===== src/wsfu_pkg.sv =====
// Package for the frame unmasker: length codes, header offsets and the
// result record passed from the parser to the top level. No dependencies.
package wsfu_pkg;

    localparam logic [6:0] LEN_CODE_16 = 7'd126;
    localparam logic [6:0] LEN_CODE_64 = 7'd127;

    localparam logic [3:0] KEY_START_SHORT = 4'd2;
    localparam logic [3:0] KEY_START_16    = 4'd4;
    localparam logic [3:0] KEY_START_64    = 4'd10;

    typedef enum logic [1:0] {
        LEN_SHORT = 2'd0,
        LEN_EXT16 = 2'd1,
        LEN_EXT64 = 2'd2
    } len_kind_t;

    typedef struct packed {
        logic       emit;
        logic [7:0] data;
        logic       last;
    } wsfu_res_t;

    function automatic logic [3:0] key_start(input len_kind_t kind);
        logic [3:0] ks;
        unique case (kind)
            LEN_EXT16: ks = KEY_START_16;
            LEN_EXT64: ks = KEY_START_64;
            default:   ks = KEY_START_SHORT;
        endcase
        return ks;
    endfunction

endpackage


===== src/wsfu_parser.sv =====
// Header parser and payload unmasker state for the frame unmasker.
// Depends on wsfu_pkg; advances one byte per cycle in which step is high.
module wsfu_parser (
    input  logic                aclk,
    input  logic                aresetn,
    input  logic                step,
    input  logic [7:0]          rx_byte,
    input  logic                rx_end,
    output wsfu_pkg::wsfu_res_t res
);
    import wsfu_pkg::*;

    logic [3:0]  header_count_reg, header_count_next;
    len_kind_t   length_kind_reg, length_kind_next;
    logic [31:0] mask_key_reg, mask_key_next;
    logic        in_payload_reg, in_payload_next;
    logic [1:0]  key_phase_reg, key_phase_next;

    logic [3:0]  ks;
    logic [3:0]  key_offset;
    logic [1:0]  key_idx;
    logic [7:0]  key_byte;

    assign key_byte   = mask_key_reg[{key_phase_reg, 3'b000} +: 8];
    assign ks         = key_start(length_kind_reg);
    assign key_offset = header_count_reg - ks;
    assign key_idx    = key_offset[1:0];

    assign res.emit = in_payload_reg;
    assign res.data = rx_byte ^ key_byte;
    assign res.last = rx_end;

    always_comb begin
        header_count_next = header_count_reg;
        length_kind_next  = length_kind_reg;
        mask_key_next     = mask_key_reg;
        in_payload_next   = in_payload_reg;
        key_phase_next    = key_phase_reg;
        if (step) begin
            if (in_payload_reg) begin
                key_phase_next = key_phase_reg + 2'd1;
            end else if (header_count_reg == 4'd0) begin
                header_count_next = 4'd1;
            end else if (header_count_reg == 4'd1) begin
                if (rx_byte[6:0] == LEN_CODE_16) begin
                    length_kind_next = LEN_EXT16;
                end else if (rx_byte[6:0] == LEN_CODE_64) begin
                    length_kind_next = LEN_EXT64;
                end else begin
                    length_kind_next = LEN_SHORT;
                end
                header_count_next = 4'd2;
            end else begin
                if (header_count_reg >= ks) begin
                    mask_key_next[{key_idx, 3'b000} +: 8] = rx_byte;
                    if (key_idx == 2'd3) begin
                        in_payload_next = 1'b1;
                        key_phase_next  = 2'd0;
                    end
                end
                header_count_next = header_count_reg + 4'd1;
            end
            if (rx_end) begin
                header_count_next = 4'd0;
                length_kind_next  = LEN_SHORT;
                in_payload_next   = 1'b0;
                key_phase_next    = 2'd0;
            end
        end
    end

    always_ff @(posedge aclk) begin
        if (!aresetn) begin
            header_count_reg <= 4'd0;
            length_kind_reg  <= LEN_SHORT;
            mask_key_reg     <= 32'd0;
            in_payload_reg   <= 1'b0;
            key_phase_reg    <= 2'd0;
        end else begin
            header_count_reg <= header_count_next;
            length_kind_reg  <= length_kind_next;
            mask_key_reg     <= mask_key_next;
            in_payload_reg   <= in_payload_next;
            key_phase_reg    <= key_phase_next;
        end
    end

endmodule


===== src/websocket_frame_unmasker.sv =====
// Top level of the frame unmasker: input register, parser and output register.
// Depends on wsfu_pkg and wsfu_parser.
//
//   channel  direction  tdata          tlast        tuser
//   s_       in         rx_byte[7:0]   rx_end       none
//   m_       out        payload_byte   payload_end  none
//
// One beat per cycle while the output register is free; a beat is held
// in the input register and then, if payload, in the output register.
// Header beats produce no output beat and never wait on m_tready.
// A full output register stalls only a payload beat held in the input register.
// Reset clears the parser state, the masking key and both valid flags.
module websocket_frame_unmasker (
    input  logic       aclk,
    input  logic       aresetn,
    input  logic       s_tvalid,
    output logic       s_tready,
    input  logic [7:0] s_tdata,   // [7:0] rx_byte
    input  logic       s_tlast,
    output logic       m_tvalid,
    input  logic       m_tready,
    output logic [7:0] m_tdata,   // [7:0] payload_byte
    output logic       m_tlast
);
    import wsfu_pkg::*;

    logic       in_valid_reg, in_valid_next;
    logic [7:0] in_byte_reg;
    logic       in_end_reg;
    logic       out_valid_reg, out_valid_next;
    logic [7:0] out_byte_reg;
    logic       out_end_reg;

    wsfu_res_t  res;
    logic       out_free;
    logic       advance;
    logic       s_accept;

    wsfu_parser u_parser (
        .aclk    (aclk),
        .aresetn (aresetn),
        .step    (advance),
        .rx_byte (in_byte_reg),
        .rx_end  (in_end_reg),
        .res     (res)
    );

    assign out_free = !out_valid_reg || m_tready;
    assign advance  = in_valid_reg && (!res.emit || out_free);
    assign s_tready = !in_valid_reg || advance;
    assign s_accept = s_tvalid && s_tready;

    assign m_tvalid = out_valid_reg;
    assign m_tdata  = out_byte_reg;
    assign m_tlast  = out_end_reg;

    always_comb begin
        in_valid_next = in_valid_reg;
        if (s_accept) begin
            in_valid_next = 1'b1;
        end else if (advance) begin
            in_valid_next = 1'b0;
        end
        out_valid_next = out_valid_reg;
        if (advance && res.emit) begin
            out_valid_next = 1'b1;
        end else if (m_tready) begin
            out_valid_next = 1'b0;
        end
    end

    always_ff @(posedge aclk) begin
        if (!aresetn) begin
            in_valid_reg  <= 1'b0;
            out_valid_reg <= 1'b0;
        end else begin
            in_valid_reg  <= in_valid_next;
            out_valid_reg <= out_valid_next;
        end
    end

    always_ff @(posedge aclk) begin
        if (s_accept) begin
            in_byte_reg <= s_tdata;
            in_end_reg  <= s_tlast;
        end
        if (advance && res.emit) begin
            out_byte_reg <= res.data;
            out_end_reg  <= res.last;
        end
    end

endmodule

===== config.mk =====
export PLATFORM = sky130hd
export DESIGN_NAME = websocket_frame_unmasker
export DESIGN_NICKNAME = d
export VERILOG_FILES = /design/src/wsfu_pkg.sv /design/src/wsfu_parser.sv /design/src/websocket_frame_unmasker.sv
export SDC_FILE = /design/constraint.sdc
export NUM_CORES = 1
export LEC_CHECK = 0
export BUFFER_PORTS_ARGS = -buffer_cell sky130_fd_sc_hd__buf_2
export CAP_MARGIN = 20
export CORE_MARGIN = 2
export CORE_UTILIZATION = 29
export DETAILED_ROUTE_END_ITERATION = 10
export GPL_ROUTABILITY_DRIVEN = 0
export HOLD_SLACK_MARGIN = 0.03
export PLACE_DENSITY = 0.51
export SLEW_MARGIN = 20
export SYNTH_ARGS = -nofsm -noshare
export SYNTH_HDL_FRONTEND = slang
export SYNTH_SLANG_ARGS = --single-unit

===== constraint.sdc =====
create_clock -name aclk -period 3.47 [get_ports aclk]
set_clock_uncertainty 0.1 [all_clocks]
set_input_delay 0.347 -clock aclk [delete_from_list [all_inputs] [get_ports aclk]]
set_output_delay 0.347 -clock aclk [all_outputs]
set_load 0.005 [all_outputs]

Yosys cells after proc, flatten, opt, wreduce, memory -nomap -nowiden:

Cells that the tools add are included.

* register bits: 61
* word-level logic and storage cells: 80
* input port bits: 13
* output and inout bits: 11

* shift operators: 3
* reduce and logical (&&, ||, !) cells: 19
* bitwise gates (word level): 4
* muxes and demuxes: 28
* $add $sub $neg: 4
* equal/unequal tests: 10
* order comparisons: 1

Operators by type and width (number)
* 32-bit bitwise mux: 1
* 8-bit by 7-bit variable shift with 32-bit output (first input constant): 1
* 32-bit by 6-bit variable part select with 8-bit output: 1
* 8-bit by 7-bit variable part select with 32-bit output: 1
* 2-bit two-way mux: 12
* 4-bit two-way mux: 4
* 7-bit == test (second input constant): 2
* 1-bit two-way mux: 10
* 5-bit AND reduction: 2
* 4-bit one-hot mux with 2 select lines: 1
* 8-bit bitwise XOR: 1
* 5-bit negator with 7-bit output: 1
* 3-bit by 2-bit != test with 1-bit output (second input constant): 2
* 2-bit nonzero test: 3
* 3-bit nonzero test: 2
* 4-bit by 1-bit adder with 4-bit output (second input constant): 1
* 2-bit == test (second input constant): 2
* 4-bit by 1-bit == test with 1-bit output (second input constant): 1
* 4-bit >= comparator: 1
* 4-bit zero test: 1
* 2-bit != test (second input constant): 2
* 4-bit AND reduction: 1
* 1-bit logical AND: 3
* 1-bit zero test: 3
* 6 further kinds: 10

Logic depth before layout (Yosys ltp):

* depth after elaboration: 10
* gate-level depth with buffers: 8
* mapped depth without buffers: 7

By module:

A second synthesis with hierarchy kept.

* cell total of the unflattened synthesis: 276
* area total of the unflattened synthesis: 3012.9 sq um

By module, submodules not included
* wsfu_parser: cells each 246, times used 1, area each 2354.8 sq um
* websocket_frame_unmasker: cells each 30, times used 1, area each 658.1 sq um

Worst setup path after synthesis:

OpenSTA, ideal clock, no wires.

* path kind: reg-to-reg
* from: register u_parser.length_kind_reg[1]
* to: register u_parser.mask_key_reg[16]
* setup slack: 1.412 ns
* period minus slack after synthesis: 2.058 ns
* data required time: 3.300 ns
* stages on the path, launching flop included: 7
* data arrival time: 1.887 ns
* library setup time: 0.070 ns
* path through: dfxtp_1 nand2b_1 ha_1 ha_1 nor3b_1 nand4_1 a21oi_1

* longest elaborated chain between the ends: 6
* elaborated cells on any way between the ends: 10
* classes of those cells: 2 x add/sub; 1 x order compare; 2 x eq/ne; 2 x shift; 2 x mux; 1 x reduce/logical

RTL lines
* from (decl): line wsfu_parser.sv:14 `len_kind_t length_kind_reg, length_kind_next;`
* from (signal assigned): line wsfu_parser.sv:81 `length_kind_reg <= length_kind_next;`
* 2-bit == test or 2-bit by 1-bit == test with 1-bit output (tied branches): line wsfu_pkg.sv:26 `unique case (kind)`
* 4-bit one-hot mux with 2 select lines *: line wsfu_pkg.sv:26
* 2-bit subtractor: line wsfu_parser.sv:26 `assign key_offset = header_count_reg - ks;`
* 5-bit negator with 7-bit output: line wsfu_parser.sv:55 `mask_key_next[{key_idx, 3'b000} +: 8] = rx_byte;`
* 8-bit by 7-bit variable part select with 32-bit output or 8-bit by 7-bit variable shift with 32-bit output (tied branches): line wsfu_parser.sv:55
* 32-bit bitwise mux: line wsfu_parser.sv:55
* to (signal assigned): line wsfu_parser.sv:82 `mask_key_reg <= mask_key_next;`
* to (decl): line wsfu_parser.sv:15 `logic [31:0] mask_key_reg, mask_key_next;`

Every way passes the cells marked *; elsewhere a longest branch is shown, timed or not.
A chain may end at the register's enable or synchronous reset.

Worst setup path after layout:

* from: register u_parser.length_kind_reg[1]
* to: register u_parser.in_payload_reg

* longest elaborated chain between the ends: 10
* elaborated cells on any way between the ends: 12
* classes of those cells: 1 x add/sub; 1 x order compare; 3 x eq/ne; 7 x mux

RTL lines
* 2-bit == test or 2-bit by 1-bit == test with 1-bit output (tied branches): line wsfu_pkg.sv:26
* 4-bit one-hot mux with 2 select lines *: line wsfu_pkg.sv:26
* 2-bit subtractor: line wsfu_parser.sv:26
* 2-bit == test: line wsfu_parser.sv:56 `if (key_idx == 2'd3) begin`
* 1-bit two-way mux: line wsfu_parser.sv:56
* 1-bit two-way mux *: line wsfu_parser.sv:54 `if (header_count_reg >= ks) begin`
* 1-bit two-way mux *: line wsfu_parser.sv:44 `end else if (header_count_reg == 4'd1) begin`
* 1-bit two-way mux *: line wsfu_parser.sv:42 `end else if (header_count_reg == 4'd0) begin`
* 1-bit two-way mux *: line wsfu_parser.sv:40 `if (in_payload_reg) begin`
* 1-bit two-way mux *: line wsfu_parser.sv:63 `if (rx_end) begin`
* to (signal assigned): line wsfu_parser.sv:83 `in_payload_reg <= in_payload_next;`
* to (decl): line wsfu_parser.sv:16 `logic in_payload_reg, in_payload_next;`

Marks and branches as above.

==> impl_summary.md <==
Run status
The run finished with clean final reports.

Critical path
Of all nets on the critical path, the largest fanout is 35. The critical path goes through nand2b_1 > ha_1 > ha_1 > nor2b_1 > o21a_2 > o41a_1 > a211oi_1. For this design, the slowest cell found on the critical path is o41a_1.

In this design, the largest share of critical-path delay is due to compound AO/OA/AOI/OAI gates. The element type at the critical path start is a register. STA classifies the critical path endpoint as a register. For this run, the slowest stage of the critical path takes between 0.4 and 0.5 ns. Together, buffers and inverters on the worst path number 0. Data arrives at the worst endpoint at between 2 and 3 ns. In this design, the critical path's most frequently occurring cell is ha_1. The critical path start-end classification is register to register. The data required time at the worst endpoint is 3.62 ns.

Cells and area
In the final design database the tool counted 333 nets. Fill cells in the final layout number 1021. The number of inserted diodes is 0. For this run, the share of the core covered by cells in the final layout is 34.60%.

The area growth from synthesis to layout is 16.21%. Cells with a size suffix above 1 make up between 10% and 20% of the layout. Once layout is complete, the cells apart from fillers number 448. The flip-flop count of the largest register, all copies and words added is 32.

Synthesis
The share of the Yosys chip area taken by registers is about half. The average instance in the mapped netlist occupies 10.21 sq um. Summed over all instances, the cell type with the most area after synthesis is dfxtp_1. Yosys attributes the largest share of cell area to dfxtp_1, edfxtp_1, nand4_1. The synthesized netlist contains 42 unique library cells. By count the netlist is led by dfxtp_1, a21oi_1, o21ai_0, nand4_1, edfxtp_1. The number of synthesized register bits is 61. Among all flip-flop cells after synthesis, the most frequent one is dfxtp_1.

Yosys mapped a number of flops with a built-in enable equal to 18. The Yosys step of the flow raised 0 warnings. In the synthesized netlist the async set-or-reset flop fraction comes to 0%. The most repeated cell in the gate-level netlist after synthesis is dfxtp_1. The area of the mapped netlist is between 2000 and 3000 sq um.

The fraction of synthesized cell area taken by the top area cell type is 29.58%. Synthesis produced a netlist with a net count of 308. The cell count after synthesis came out at 285.

Global routing
Global routing used 14.87% of the available tracks across all layers. The wire length of the first global-routing pass is 12720 um. The number of global-route vias before repair is 2496.

The total overflow left after global routing is 0. Entering global routing, the biggest net connects 37 pins. The number of antenna violations at the first check in global routing was 0.

Drt
The number of violations reported at the end of detailed-routing iteration 0 is between 150 and 200. The first detailed-routing pass took 4 iterations. Dividing the detail-routed via count by the number of cells gives 5.464. Dividing the detail-routed wire length by the instance count gives 16.92 um. The overall routed net length is 7582 um. For this block, the via count after detailed routing is 2448. The total DRC errors in the routed layout is 0. The number of routed nets with antenna violations is 0.

Die
The starting density of the core is between 20 and 30%. The x dimension of the die is 104.2 um. The y dimension of the die is 104.2 um. The number of standard-cell rows in the floorplan is 36.

The overall die area is ~11000 sq um. The number of top-level pins is 24. In this run the standard cell core region covers 9774 sq um.

STA
The pin slew with the least headroom to its limit is ~0.85 ns. Setup violations remaining at the end of the flow were counted as 0. The number of max-slew violations in the final report was 0. The setup TNS after final layout is 0 ns. Setup repair after global routing left no endpoint under its margin. The relative slew slack is ~43%. Timing would allow up to 407.6 MHz.

The routed design could run at a clock period as short as 2.453 ns. Of the available clock period, the critical path in the final layout requires 70.70%. Final hold analysis gives a worst-case slack of around 0.078 ns.

The number of hold violations in the final report is 0.

Clock tree
TritonCTS built the clock tree. The clock slew at the register clock pins of the worst setup and hold paths is 0.07 ns. Gates resized during post-CTS repair numbered 0. Clock tree synthesis inserted a total of 9 buffers. The clock passes through at most 2 buffers.

The number of buffers inserted to repair setup after CTS is 0. The number of levels the H-tree was split into is 3. The hold-fix buffer count after cts is 0.

The insertion delay to the later sink of the worst-skew pair is about 0.34 ns. The number of clock sinks is 61. Clock tree synthesis selected as its root buffer the cell clkbuf_8.

Pwr
The total power is 1.437 mW. The power per cell area is 424.7 nW/um^2. In this run the static leakage power is 1.167 nW. The peak supply drop is 0.2016 mV.

Job
The number of max-cap violations is 0.

Placed design
Counting tap cells, the placed design contains a total of roughly 430 instances. The number of buffers inserted by port buffering is 23. The placed wire-length estimate after detailed placement is 4992 um.

Hold path
In this run the worst hold path is classified as primary input to register.
[placed cells by master (no fill, tap or decap), types with 4 or more instances in the layout]
cell      Yosys  final
a21oi_1      41     41
buf_2         7     23
buf_4         0      9
clkbuf_8      0      9
dfxtp_1      43     43
edfxtp_1     18     18
ha_1         10     10
inv_1        10     10
mux4_2        8      8
nand2_1       6      6
nand4_1      34     34
nor2_1        5      5
o21ai_0      36     36
o311a_1       4      4
o311ai_0      4      4
o311ai_1      4      4
xor2_1        8      8
[layout make-up]
type	instances	area, sq um	area share [%]
Clock buffer	9	123.9	3.663
Clock inverter	7	65.06	1.924
Inverter	10	37.54	1.110
Multi-Input combinational cell	196	1405	41.55
Sequential cell	61	1401	41.44
Tap cell	133	166.4	4.920
Timing Repair Buffer	32	182.7	5.401
[path summary, 6_finish.rpt]
kind                                   end                   startpoint  slack, ns  depth (start not counted)
setup / recovery   u_parser.in_payload_reg  u_parser.length_kind_reg[1]       1.02                          7
setup reg to reg   u_parser.in_payload_reg  u_parser.length_kind_reg[1]       1.02                          7
hold reg to reg   u_parser.mask_key_reg[2]     u_parser.mask_key_reg[2]       0.37                          2
hold / removal              in_byte_reg[3]                   s_tdata[3]       0.08                          1
[cells by family (layout without fill, tap and decap cells)]
logic type	after synthesis	in the layout	share of synthesized area, %
AOI/OAI and AO/OA	102	102	20.68
and+or+nand+nor	66	66	13.67
DFF	61	61	48.15
buffers and inverters	28	58	3.912
adders and majority gates	10	10	4.299
muxes	10	10	6.879
xor gates and xnor gates	8	8	2.408
[stage by stage]
step / worst slack (ns) / cell area, sq um
2_1_floorplan: 1.412 / 2910
3_5_place_dp: 0.7410 / 3192
5_1_grt: 0.8153 / 3382
6_report: 1.017 / 3382
3_3_place_gp: 0.7355 / 3192
4_1_cts: 0.7190 / 3381
[power breakdown]
group | total (mW) | internal, mW | switching [mW]
clock network | 0.615 | 0.327 | 0.288
registers | 0.758 | 0.741 | 0.0167
logic | 0.0633 | 0.0198 | 0.0435
total | 1.44 | 1.09 | 0.348
[layer usage]
metal	GRT usage, %	share of wire [%]	vias to the layer above
met5	0	0	-
met4	6.660	2.1	0
met3	3.446	6.8	12
met2	22.70	46	93
met1	20.05	45	1183
li1	-	-	1160
Power figures use the tool's default switching activity.
